===== src/rtl/lltm_pkg.sv =====
// Shared types and constants for the LCD line timing and mode unit.
// No dependencies; imported by every module of the block.
package lltm_pkg;

  // Line timing
  localparam logic [9:0] LINE_DOTS   = 10'd456;  // dots per scanline
  localparam logic [7:0] LAST_LINE   = 8'd153;   // last line before wrap
  localparam logic [7:0] VBLANK_LINE = 8'd144;   // first invisible line
  localparam logic [8:0] OAM_END     = 9'd80;    // end of OAM search
  localparam logic [8:0] XFER_END    = 9'd252;   // end of pixel transfer

  // LCD modes
  localparam logic [1:0] MODE_HBLANK = 2'd0;
  localparam logic [1:0] MODE_VBLANK = 2'd1;
  localparam logic [1:0] MODE_OAM    = 2'd2;
  localparam logic [1:0] MODE_XFER   = 2'd3;

  // Register indexes (byte address = 4 * index)
  localparam logic [2:0] REG_LCD_ENABLE    = 3'd0;
  localparam logic [2:0] REG_LINE_COMPARE  = 3'd1;
  localparam logic [2:0] REG_HBLANK_IRQ_EN = 3'd2;
  localparam logic [2:0] REG_VBLANK_IRQ_EN = 3'd3;
  localparam logic [2:0] REG_OAM_IRQ_EN    = 3'd4;
  localparam logic [2:0] REG_COINC_IRQ_EN  = 3'd5;

  typedef struct packed {
    logic       lcd_enable;
    logic [7:0] line_compare;
    logic       hblank_irq_en;
    logic       vblank_status_irq_en;
    logic       oam_irq_en;
    logic       coincidence_irq_en;
  } cfg_t;

  typedef struct packed {
    logic       clear_screen;
    logic [7:0] render_line;
    logic       render_valid;
    logic       status_irq;
    logic       vblank_irq;
    logic       coincidence;
    logic [1:0] lcd_mode;
    logic [7:0] line_number;
  } res_t;

endpackage


===== src/rtl/lltm_cfg.sv =====
// APB-style configuration registers of the LCD line timing unit.
// Depends on lltm_pkg (cfg_t, register indexes).
module lltm_cfg
  import lltm_pkg::*;
(
  input  logic        clk,
  input  logic        rst,
  input  logic        psel,
  input  logic        penable,
  input  logic        pwrite,
  input  logic [4:0]  paddr,
  input  logic [31:0] pwdata,
  output logic [31:0] prdata,
  output logic        pready,
  output cfg_t        cfg
);

  logic       wr_en;
  logic [2:0] idx;

  assign pready = 1'b1;
  assign idx    = paddr[4:2];
  assign wr_en  = psel && penable && pwrite && pready;

  always_ff @(posedge clk) begin
    if (rst) begin
      cfg.lcd_enable           <= 1'b1;
      cfg.line_compare         <= 8'd0;
      cfg.hblank_irq_en        <= 1'b0;
      cfg.vblank_status_irq_en <= 1'b0;
      cfg.oam_irq_en           <= 1'b0;
      cfg.coincidence_irq_en   <= 1'b0;
    end else if (wr_en) begin
      case (idx)
        REG_LCD_ENABLE:    cfg.lcd_enable           <= pwdata[0];
        REG_LINE_COMPARE:  cfg.line_compare         <= pwdata[7:0];
        REG_HBLANK_IRQ_EN: cfg.hblank_irq_en        <= pwdata[0];
        REG_VBLANK_IRQ_EN: cfg.vblank_status_irq_en <= pwdata[0];
        REG_OAM_IRQ_EN:    cfg.oam_irq_en           <= pwdata[0];
        REG_COINC_IRQ_EN:  cfg.coincidence_irq_en   <= pwdata[0];
        default: ;
      endcase
    end
  end

  always_comb begin
    case (idx)
      REG_LCD_ENABLE:    prdata = {31'd0, cfg.lcd_enable};
      REG_LINE_COMPARE:  prdata = {24'd0, cfg.line_compare};
      REG_HBLANK_IRQ_EN: prdata = {31'd0, cfg.hblank_irq_en};
      REG_VBLANK_IRQ_EN: prdata = {31'd0, cfg.vblank_status_irq_en};
      REG_OAM_IRQ_EN:    prdata = {31'd0, cfg.oam_irq_en};
      REG_COINC_IRQ_EN:  prdata = {31'd0, cfg.coincidence_irq_en};
      default:           prdata = 32'd0;
    endcase
  end

endmodule


===== src/rtl/lltm_step.sv =====
// Timing state (dots, line, mode, coincidence) and its per-request update.
// Depends on lltm_pkg (cfg_t, res_t, timing constants).
module lltm_step
  import lltm_pkg::*;
(
  input  logic       clk,
  input  logic       rst,
  input  cfg_t       cfg,
  input  logic       step_en,
  input  logic [7:0] cycles,
  output res_t       res
);

  logic [8:0] dot_counter, dot_counter_next;
  logic [7:0] line_counter, line_counter_next;
  logic [1:0] mode_reg, mode_reg_next;
  logic       coincidence_flag, coincidence_flag_next;

  logic [9:0] sum;
  logic       wrap;
  logic [7:0] line_inc;
  logic [1:0] mode;
  logic       coinc_irq;
  logic       mode_irq;

  always_comb begin
    sum      = {1'b0, dot_counter} + {2'b00, cycles};
    wrap     = (sum >= LINE_DOTS);
    line_inc = line_counter + 8'd1;

    dot_counter_next      = dot_counter;
    line_counter_next     = line_counter;
    mode_reg_next         = mode_reg;
    coincidence_flag_next = coincidence_flag;
    mode      = MODE_HBLANK;
    coinc_irq = 1'b0;
    mode_irq  = 1'b0;
    res       = '0;

    if (!cfg.lcd_enable) begin
      dot_counter_next  = 9'd0;
      line_counter_next = 8'd0;
      mode_reg_next     = MODE_HBLANK;
      res.clear_screen  = 1'b1;
    end else begin
      if (wrap) begin
        dot_counter_next = 9'(sum - LINE_DOTS);
        if (line_counter < VBLANK_LINE) begin
          res.render_valid = 1'b1;
          res.render_line  = line_counter;
        end
        if (line_inc == VBLANK_LINE) begin
          res.vblank_irq    = 1'b1;
          line_counter_next = line_inc;
        end else if (line_inc > LAST_LINE) begin
          line_counter_next = 8'd0;
        end else begin
          line_counter_next = line_inc;
        end
        coincidence_flag_next = (line_counter_next == cfg.line_compare);
        coinc_irq = coincidence_flag_next && cfg.coincidence_irq_en;
      end else begin
        dot_counter_next = sum[8:0];
      end

      if (line_counter_next >= VBLANK_LINE)  mode = MODE_VBLANK;
      else if (dot_counter_next < OAM_END)   mode = MODE_OAM;
      else if (dot_counter_next < XFER_END)  mode = MODE_XFER;
      else                                   mode = MODE_HBLANK;

      if (mode != mode_reg) begin
        mode_reg_next = mode;
        case (mode)
          MODE_HBLANK: mode_irq = cfg.hblank_irq_en;
          MODE_VBLANK: mode_irq = cfg.vblank_status_irq_en;
          MODE_OAM:    mode_irq = cfg.oam_irq_en;
          default:     mode_irq = 1'b0;
        endcase
      end
      res.status_irq = coinc_irq || mode_irq;
    end

    res.line_number = line_counter_next;
    res.lcd_mode    = mode_reg_next;
    res.coincidence = coincidence_flag_next;
  end

  always_ff @(posedge clk) begin
    if (rst) begin
      dot_counter      <= 9'd0;
      line_counter     <= 8'd0;
      mode_reg         <= MODE_HBLANK;
      coincidence_flag <= 1'b0;
    end else if (step_en) begin
      dot_counter      <= dot_counter_next;
      line_counter     <= line_counter_next;
      mode_reg         <= mode_reg_next;
      coincidence_flag <= coincidence_flag_next;
    end
  end

  // Dot counter never holds a full line
  a_dots_in_line: assert property (@(posedge clk) disable iff (rst)
    {1'b0, dot_counter} < LINE_DOTS)
    else $error("dot counter reached a full line");

  // Line counter stays within the frame
  a_line_in_frame: assert property (@(posedge clk) disable iff (rst)
    line_counter <= LAST_LINE)
    else $error("line counter past last line");

  // Vblank mode exactly on invisible lines while enabled and stepped
  a_vblank_mode: assert property (@(posedge clk) disable iff (rst)
    step_en && cfg.lcd_enable |=>
      ((line_counter >= VBLANK_LINE) == (mode_reg == MODE_VBLANK)))
    else $error("mode disagrees with line");

  // Render request only for a visible line
  a_render_visible: assert property (@(posedge clk) disable iff (rst)
    res.render_valid |-> (res.render_line < VBLANK_LINE) && !res.clear_screen)
    else $error("render request for invisible line");

endmodule


===== src/rtl/lcd_line_timing_mode_unit_top.sv =====
// Top level of the LCD line timing and mode unit: stream pipeline registers.
// Depends on lltm_pkg, lltm_cfg and lltm_step.
//
// Usage:
//   Each request on the slave stream carries a count of elapsed cycles.
//   The unit advances its dot/line counters, derives the LCD mode and
//   returns one result per request on the master stream: current line,
//   mode, coincidence flag, vblank and status interrupt pulses, a render
//   request for a finished visible line, and a screen clear when the
//   display is off. The user writes registers over the APB-style port only
//   while the unit is idle; the unit itself does not enforce this.
//
// Timing:
//   Accepted request -> input register -> step logic -> result register.
//   A request waits in the input register until the result register is free;
//   the stepped result is then registered and m_tvalid rises. Throughput is
//   one request per cycle while m_tready is high; the single add-and-compare
//   step between the input and result registers sets that figure.
//
// Reset (rst, synchronous): counters, mode and flags clear, lcd_enable = 1,
//   all other registers 0, both pipeline stages empty.
// Stall: while m_tready is low the result holds; one more request is
//   taken into the input register, then s_tready drops until the result
//   is taken.
module lcd_line_timing_mode_unit_top
  import lltm_pkg::*;
(
  input  logic        clk,
  input  logic        rst,
  // slave stream
  input  logic        s_tvalid,
  output logic        s_tready,
  input  logic [7:0]  s_tdata,   // [7:0] elapsed_cycles
  // master stream
  output logic        m_tvalid,
  input  logic        m_tready,
  // [7:0] line_number, [9:8] lcd_mode, [10] coincidence, [11] vblank_irq,
  // [12] status_irq, [13] render_valid, [21:14] render_line,
  // [22] clear_screen, [23] zero
  output logic [23:0] m_tdata,
  // configuration
  input  logic        psel,
  input  logic        penable,
  input  logic        pwrite,
  input  logic [4:0]  paddr,
  input  logic [31:0] pwdata,
  output logic [31:0] prdata,
  output logic        pready
);

  cfg_t       cfg;
  res_t       res;
  res_t       res_q;

  logic       s1_valid;
  logic [7:0] s1_cycles;
  logic       s_accept;
  logic       advance;

  // Step when the input stage holds a request and the result slot is free
  assign advance  = s1_valid && (!m_tvalid || m_tready);
  assign s_tready = !s1_valid || advance;
  assign s_accept = s_tvalid && s_tready;

  lltm_cfg u_cfg (
    .clk     (clk),
    .rst     (rst),
    .psel    (psel),
    .penable (penable),
    .pwrite  (pwrite),
    .paddr   (paddr),
    .pwdata  (pwdata),
    .prdata  (prdata),
    .pready  (pready),
    .cfg     (cfg)
  );

  lltm_step u_step (
    .clk     (clk),
    .rst     (rst),
    .cfg     (cfg),
    .step_en (advance),
    .cycles  (s1_cycles),
    .res     (res)
  );

  // Input register
  always_ff @(posedge clk) begin
    if (rst) begin
      s1_valid <= 1'b0;
    end else if (s_accept) begin
      s1_valid <= 1'b1;
    end else if (advance) begin
      s1_valid <= 1'b0;
    end
  end

  always_ff @(posedge clk) begin
    if (s_accept) begin
      s1_cycles <= s_tdata;
    end
  end

  // Result register
  always_ff @(posedge clk) begin
    if (rst) begin
      m_tvalid <= 1'b0;
    end else if (advance) begin
      m_tvalid <= 1'b1;
    end else if (m_tready) begin
      m_tvalid <= 1'b0;
    end
  end

  always_ff @(posedge clk) begin
    if (advance) begin
      res_q <= res;
    end
  end

  assign m_tdata = {1'b0, res_q};

  // A held request is not dropped while the result slot is busy
  a_hold_request: assert property (@(posedge clk) disable iff (rst)
    s1_valid && !advance |=> s1_valid && $stable(s1_cycles))
    else $error("input stage lost a request");

  // A pending result is not overwritten before it is taken
  a_no_overwrite: assert property (@(posedge clk) disable iff (rst)
    m_tvalid && !m_tready |-> !advance)
    else $error("result overwritten while stalled");

  // A step always produces a result next cycle
  a_step_result: assert property (@(posedge clk) disable iff (rst)
    advance |=> m_tvalid)
    else $error("step without result");

endmodule

===== config.mk =====
export PLATFORM = sky130hd
export DESIGN_NAME = lcd_line_timing_mode_unit_top
export DESIGN_NICKNAME = d
export VERILOG_FILES = /design/src/rtl/lltm_pkg.sv /design/src/rtl/lltm_cfg.sv /design/src/rtl/lltm_step.sv /design/src/rtl/lcd_line_timing_mode_unit_top.sv
export SDC_FILE = /design/constraint.sdc
export NUM_CORES = 1
export LEC_CHECK = 0
export ABC_AREA = 1
export BUFFER_PORTS_ARGS = -buffer_cell sky130_fd_sc_hd__buf_2
export CORE_UTILIZATION = 57
export CTS_CLUSTER_SIZE = 10
export DETAILED_ROUTE_END_ITERATION = 10
export PLACE_DENSITY = 0.95
export SLEW_MARGIN = 5
export SYNTH_ARGS = -nofsm -noshare
export SYNTH_HDL_FRONTEND = slang
export SYNTH_SLANG_ARGS = --single-unit

===== constraint.sdc =====
create_clock -name clk -period 7.1 [get_ports clk]
set_input_delay 0.71 -clock clk [delete_from_list [all_inputs] [get_ports clk]]
set_output_delay 0.71 -clock clk [all_outputs]
set_load 0.01 [all_outputs]

# Word-level counts from Yosys, hierarchy flattened
# Index checks and enable logic that the tools add are counted.
# totals
register_bits	66
# op_classes
eq_ne	10
muxes	31
reduce_logical	22
addsub	3
magnitude_cmp	6
# ops
cell	count
$mux W8	7
$pmux W8 S6	1
$mux W9	3
$reduce_and A2 Y1	7
$mux W1	13
$mux W2	6
$add A9 B8 Y10	1
$ge A10 B9 Y1 const B	1
$lt A9 B7 Y1 const B	1
$lt A9 B8 Y1 const B	1
$sub A9 B9 Y9 const B	1
$add A8 B1 Y8 const B	1
$eq A8 B8 Y1	1
$eq A8 B8 Y1 const B	1
$ge A8 B8 Y1 const B	1
$gt A8 B8 Y1 const B	1
$lt A8 B8 Y1 const B	1
$eq A3 B2 Y1 const B	2
$eq A3 B3 Y1 const B	2
$logic_and A1 B1 Y1	5
$reduce_bool A2 Y1	2
$eq A3 B1 Y1 const B	1
$logic_not A3 Y1	1
$logic_or A1 B1 Y1	3
other kinds (7)	8

# Longest topological paths before layout
# logic_depth
ltp_word	16
ltp_mapped	22
ltp_nobuf	22

# By module
# From an unflattened synthesis, not the netlist that was laid out.
# hier_totals
hier_cells	566
hier_area_um2	4189.0
# by_module_without_submodules
module	area_per_inst_um2	n_inst	cells_per_inst
lltm_step	2203.4	1	371
lcd_line_timing_mode_unit_top	1033.5	1	45
lltm_cfg	952.2	1	150

# Worst setup path before layout
# No wires, ideal clock.
# synth_timing
path_type	register -> register
start	register s1_cycles[0]
end	register res_q (netlist bit m_tdata[8]) (data pin)
arrival_ns	2.284
synth_period_minus_slack_ns	2.535
slack_ns	4.565
t_required_ns	6.849
path_stages_with_launch	20
n_path_buf	1
cell_sequence	edfxtp_1 > ha_1 > fa_1 > nand2_1 > nand2_1 > nand2_1 > nand2_1 > nor2_2 > nand2_2 > nand3_4 > nand2_4 > buf_6 > nor2_1 > nor2_2 > nor2_1 > nand2_1 > nand3_1 > nand2_1 > nand2_1 > inv_1
# synth_rtl
item	line	rtl
start, declared	lcd_line_timing_mode_unit_top.sv:56	logic [7:0] s1_cycles;
start signal, assigned	lcd_line_timing_mode_unit_top.sv:100	s1_cycles <= s_tdata;
end signal, assigned	lcd_line_timing_mode_unit_top.sv:117	res_q <= res;
end, declared	lcd_line_timing_mode_unit_top.sv:53	res_t res_q;

==> metrics.txt <==
# TYPE chip_impl_metric gauge
chip_impl_info{name="yosysTopAreaCell",value="sky130_fd_sc_hd__edfxtp_1"} 1
chip_impl_metric{name="fin_worst_skew",unit="ns"} 0.01900
chip_impl_metric{name="powerDensity",unit="mW/mm2"} 228.6
chip_impl_metric{name="post_route_cells_drive_above_1_share",unit=""} 0.1741
chip_impl_metric{name="synth_async_sr_flop_share",unit=""} 0
chip_impl_info{name="critPathTopFamily",value="simple AND/OR/NAND/NOR gates"} 1
chip_impl_info{name="synth_top_cells_by_area",value="sky130_fd_sc_hd__edfxtp_1 (24%), sky130_fd_sc_hd__dfxtp_1 (18%), sky130_fd_sc_hd__nand2_1 (12%), sky130_fd_sc_hd__inv_1 (5.9%), sky130_fd_sc_hd__buf_4 (5.4%)"} 1
chip_impl_metric{name="first_global_vias",unit=""} 3263
chip_impl_metric{name="nNetsFinal",unit=""} 640
chip_impl_metric{name="num-fill-cells",unit=""} 527
chip_impl_metric{name="power.static_leakage",unit="nW"} 2.022
chip_impl_metric{name="number_of_warnings_reported_in_the_yosys_synthesis_log",unit=""} 0
chip_impl_metric{name="fin_setup_tns",unit="ns"} 0
chip_impl_metric{name="global_route_wire_length_before_repair",unit="um"} 14330
chip_impl_metric{name="floorplan.die.height",unit="um"} 84.59
chip_impl_metric{name="internal_power",unit="mW"} 0.7109
chip_impl_metric{name="power.share.sequential",unit=""} 0.432
chip_impl_metric{name="sw_frac_of_total",unit=""} 0.2854
chip_impl_metric{name="synth.lib_cells_used.distinct",unit=""} 42
chip_impl_metric{name="p_total",unit="mW"} 0.9949
chip_impl_info{name="synthMostInstantiatedCell",value="sky130_fd_sc_hd__nand2_1"} 1
chip_impl_metric{name="syn2layout_area_growth",unit="%"} 11.97
chip_impl_metric{name="max_slew.worst_pin.slew",unit="ns"} 1.286
chip_impl_metric{name="synth-edff-count",unit=""} 31
chip_impl_metric{name="worst-r2r-setup-slack",unit="ns"} 4.15
chip_impl_metric{name="drv_slew",unit=""} 0
chip_impl_metric{name="htree_num_levels",unit=""} 3
chip_impl_metric{name="post-route-period-util",unit=""} 0.4159
chip_impl_metric{name="dpl_hpwl",unit="um"} 6285
chip_impl_metric{name="clkSinkCount",unit=""} 66
chip_impl_info{name="ctsRootBufferMaster",value="sky130_fd_sc_hd__clkbuf_8"} 1
chip_impl_metric{name="top_level_ports",unit=""} 111
chip_impl_info{name="cp-end-kind",value="register"} 1
chip_impl_metric{name="cts_max_path_buffers",unit=""} 2
chip_impl_metric{name="final_period_minus_worst_setup_slack",unit="ns"} 2.953
chip_impl_metric{name="drt_first_iter_violations",unit=""} 348
chip_impl_metric{name="clkPwrFrac",unit=""} 0.397
chip_impl_metric{name="wl_met1",unit="um"} 3749
chip_impl_metric{name="gr-total-overflow",unit=""} 0
chip_impl_metric{name="initial_utilization",unit=""} 0.6019
chip_impl_metric{name="die-area",unit="mm2"} 0.007155
chip_impl_metric{name="cts_inserted_buffers",unit=""} 9
chip_impl_metric{name="die_boundary_width",unit="um"} 84.59
chip_impl_metric{name="timing.max_slew.rel_slack",unit=""} 0.1414
chip_impl_metric{name="worst_path_clk_slew",unit="ns"} 0.08
chip_impl_metric{name="cts_repair_resize_count",unit=""} 0
chip_impl_metric{name="synth.cell_area",unit="mm2"} 0.003887
chip_impl_metric{name="design.core.area",unit="mm2"} 0.006459
chip_impl_metric{name="dr_total_vias",unit=""} 3608
chip_impl_info{name="critPathMostFrequentCell",value="sky130_fd_sc_hd__nand2_1"} 1
chip_impl_metric{name="dr.pass1.iters",unit=""} 8
chip_impl_metric{name="required",unit="ns"} 7.20
chip_impl_metric{name="route.detailed.drc",unit=""} 0
chip_impl_metric{name="port_buffers",unit=""} 58
chip_impl_info{name="rsz0062_at_grt",value="no"} 1
chip_impl_info{name="outcome",value="complete, no violations"} 1
chip_impl_metric{name="largest_net_degree_at_the_start_of_global_routing",unit=""} 40
chip_impl_metric{name="wl_met3",unit="um"} 719
chip_impl_info{name="worst_hold_path_type",value="register to register"} 1
chip_impl_metric{name="post_synth_inst_count",unit=""} 519
chip_impl_metric{name="yosys_register_bits",unit=""} 66
chip_impl_metric{name="irDropWorstVdd",unit="V"} 0.0002211
chip_impl_metric{name="antenna_left",unit=""} 0
chip_impl_info{name="synth.cells.most_frequent",value="sky130_fd_sc_hd__nand2_1 (128), sky130_fd_sc_hd__inv_1 (61), sky130_fd_sc_hd__nor2_1 (45), sky130_fd_sc_hd__a21oi_1 (39), sky130_fd_sc_hd__nand3_1 (37)"} 1
chip_impl_metric{name="final-hold-violation-count",unit=""} 0
chip_impl_metric{name="synthesis.area_per_instance",unit="um2"} 7.490
chip_impl_metric{name="detail_route.wl_per_cell",unit="um"} 13.41
chip_impl_metric{name="critPathBufInv",unit=""} 2
chip_impl_metric{name="path_max_fanout",unit=""} 24
chip_impl_metric{name="max_clock_freq",unit="GHz"} 0.3386
chip_impl_metric{name="cts-hold-fix-buffers",unit=""} 0
chip_impl_metric{name="diodes_inserted",unit=""} 0
chip_impl_metric{name="crit_path_max_incr_delay",unit="ns"} 0.44
chip_impl_metric{name="routed_wl",unit="um"} 8809
chip_impl_info{name="maxUsedRoutingLayer",value="met4"} 1
chip_impl_metric{name="post-cts-setup-buffers",unit=""} 0
chip_impl_metric{name="grt_antenna_before_repair",unit=""} 0
chip_impl_info{name="crit_chain",value="ha_1, fa_1, nand2_1, nand2_1, nand2_1, nand2_1, nor2_2, nand2_2, nand3_4, nand2_4, o21ai_0, inv_1, nand2_1, nand2_1, nand3_1, nand2_1, nand2_1, inv_1"} 1
chip_impl_info{name="tritoncts_clock_tree",value="built"} 1
chip_impl_metric{name="vias_per_cell",unit=""} 5.492
chip_impl_info{name="criticalPathCategory",value="register to register"} 1
chip_impl_metric{name="arrival",unit="ns"} 3.05
chip_impl_metric{name="synth_top_area_frac",unit=""} 0.2395
chip_impl_metric{name="std_cell_rows",unit=""} 29
chip_impl_metric{name="clock_insertion_delay_worst_skew",unit="ns"} 0.36
chip_impl_metric{name="timing.final.ws_setup",unit="ns"} 4.147
chip_impl_metric{name="logic_pwr_share",unit=""} 0.171
chip_impl_metric{name="max-cap-violations",unit=""} 0
chip_impl_metric{name="met2RoutedLength",unit="um"} 4178
chip_impl_metric{name="globalRouteTotalUtil",unit=""} 0.2519
chip_impl_metric{name="last_weighted_congestion_value_of_the_routability_driven_placer",unit=""} 0.8923
chip_impl_info{name="ys.flop_type",value="sky130_fd_sc_hd__dfxtp_1"} 1
chip_impl_info{name="critical-path-slowest-cell",value="sky130_fd_sc_hd__fa_1"} 1
chip_impl_metric{name="report.final.setup_viol",unit=""} 0
chip_impl_metric{name="power.switching",unit="mW"} 0.2840
chip_impl_info{name="timing.critical_path.from_type",value="register"} 1
chip_impl_metric{name="ys_seq_area_frac",unit=""} 0.4197
chip_impl_metric{name="largest_register_ffs",unit=""} 23
chip_impl_metric{name="dp_worst_setup_slack",unit="ns"} 4.222
[final timing paths]
check / start / end / cells after the start
min: u_step.dot_counter[0] / u_step.dot_counter[0] / 2
max reg2reg: s1_cycles[0] / m_tdata[8] / 18
max: s1_cycles[0] / m_tdata[8] / 18
min reg2reg: u_step.dot_counter[0] / u_step.dot_counter[0] / 2
[power by group through the flow]
stage / logic [mW] / registers [mW] / clock network [mW]
2_1_floorplan: 0.133 / 0.439 / 0
5_1_grt: 0.189 / 0.431 / 0.409
4_1_cts: 0.167 / 0.429 / 0.392
6_report: 0.170 / 0.430 / 0.395
3_5_place_dp: 0.165 / 0.438 / 0
3_3_place_gp: 0.156 / 0.437 / 0
[final cells by class]
cell class	instances	area [um2]	area share
repair buffers	58	290.3	0.06669
flip-flops and latches	66	1632	0.3748
well taps	77	96.34	0.02213
clock buffers	9	123.9	0.02846
multi-input cells	370	1823	0.4188
inverters	70	262.8	0.06036
clock inverters	7	125.1	0.02874
[worst reg2reg max path: stages, from the launching register on]
cell and delay, ns:
sky130_fd_sc_hd__edfxtp_1 0.38, sky130_fd_sc_hd__ha_1 0.23, sky130_fd_sc_hd__fa_1 0.44, sky130_fd_sc_hd__nand2_1 0.12
sky130_fd_sc_hd__nand2_1 0.07, sky130_fd_sc_hd__nand2_1 0.07, sky130_fd_sc_hd__nand2_1 0.07, sky130_fd_sc_hd__nor2_2 0.14
sky130_fd_sc_hd__nand2_2 0.10, sky130_fd_sc_hd__nand3_4 0.12, sky130_fd_sc_hd__nand2_4 0.17, sky130_fd_sc_hd__o21ai_0 0.27
sky130_fd_sc_hd__inv_1 0.09, sky130_fd_sc_hd__nand2_1 0.08, sky130_fd_sc_hd__nand2_1 0.07, sky130_fd_sc_hd__nand3_1 0.09
sky130_fd_sc_hd__nand2_1 0.06, sky130_fd_sc_hd__nand2_1 0.09, sky130_fd_sc_hd__inv_1 0.06
[cells by family (layout without fill, tap and decap cells)]
group	after synthesis	in the layout	synth area share
compound gates	82	82	0.1117
simple gates	246	246	0.2816
flops	66	66	0.4197
other cells	2	26	0.001932
xor+xnor	3	3	0.006760
fa+ha+maj	13	13	0.04377
buf+inv	107	144	0.1345
[placed cells by master, fill, tap and decap left out, types with 2 or more instances in the layout]
cell,instances
sky130_fd_sc_hd__nand2_2,9
sky130_fd_sc_hd__clkinv_4,3
sky130_fd_sc_hd__a21oi_1,39
sky130_fd_sc_hd__inv_2,7
sky130_fd_sc_hd__bufinv_16,3
sky130_fd_sc_hd__nor2_1,45
sky130_fd_sc_hd__clkinv_1,2
sky130_fd_sc_hd__inv_1,61
sky130_fd_sc_hd__clkbuf_8,9
sky130_fd_sc_hd__edfxtp_1,31
sky130_fd_sc_hd__nor2_2,3
sky130_fd_sc_hd__dfxtp_1,35
sky130_fd_sc_hd__o21ai_1,8
sky130_fd_sc_hd__nor3_1,2
sky130_fd_sc_hd__nor4_1,2
sky130_fd_sc_hd__o21ai_0,26
sky130_fd_sc_hd__buf_2,58
sky130_fd_sc_hd__ha_1,12
sky130_fd_sc_hd__conb_1,26
sky130_fd_sc_hd__o211ai_1,2
sky130_fd_sc_hd__nand3b_1,4
sky130_fd_sc_hd__nand3_1,37
sky130_fd_sc_hd__nand4_1,8
sky130_fd_sc_hd__xor2_1,2
sky130_fd_sc_hd__nand2_1,128
[per-stage QoR]
stage,hold WS (ns),area [um2],std cells,utilization
CTS,0.4818,4353,657,0.6740
detailed placement,0.4716,4104,641,0.6354
global route,0.5036,4353,657,0.6740
finish,0.4873,4353,657,0.6740
floorplan,0.4482,3978,543,-
global placement,0.4591,4104,641,0.6354
[layer usage]
layer / track usage / vias to the layer above
met2: 0.4198 / 202
met4: 0.1048 / 0
met3: 0.04720 / 22
met5: 0 / -
met1: 0.3226 / 1630
li1: - / 1754
(Power assumes the default switching activity.)
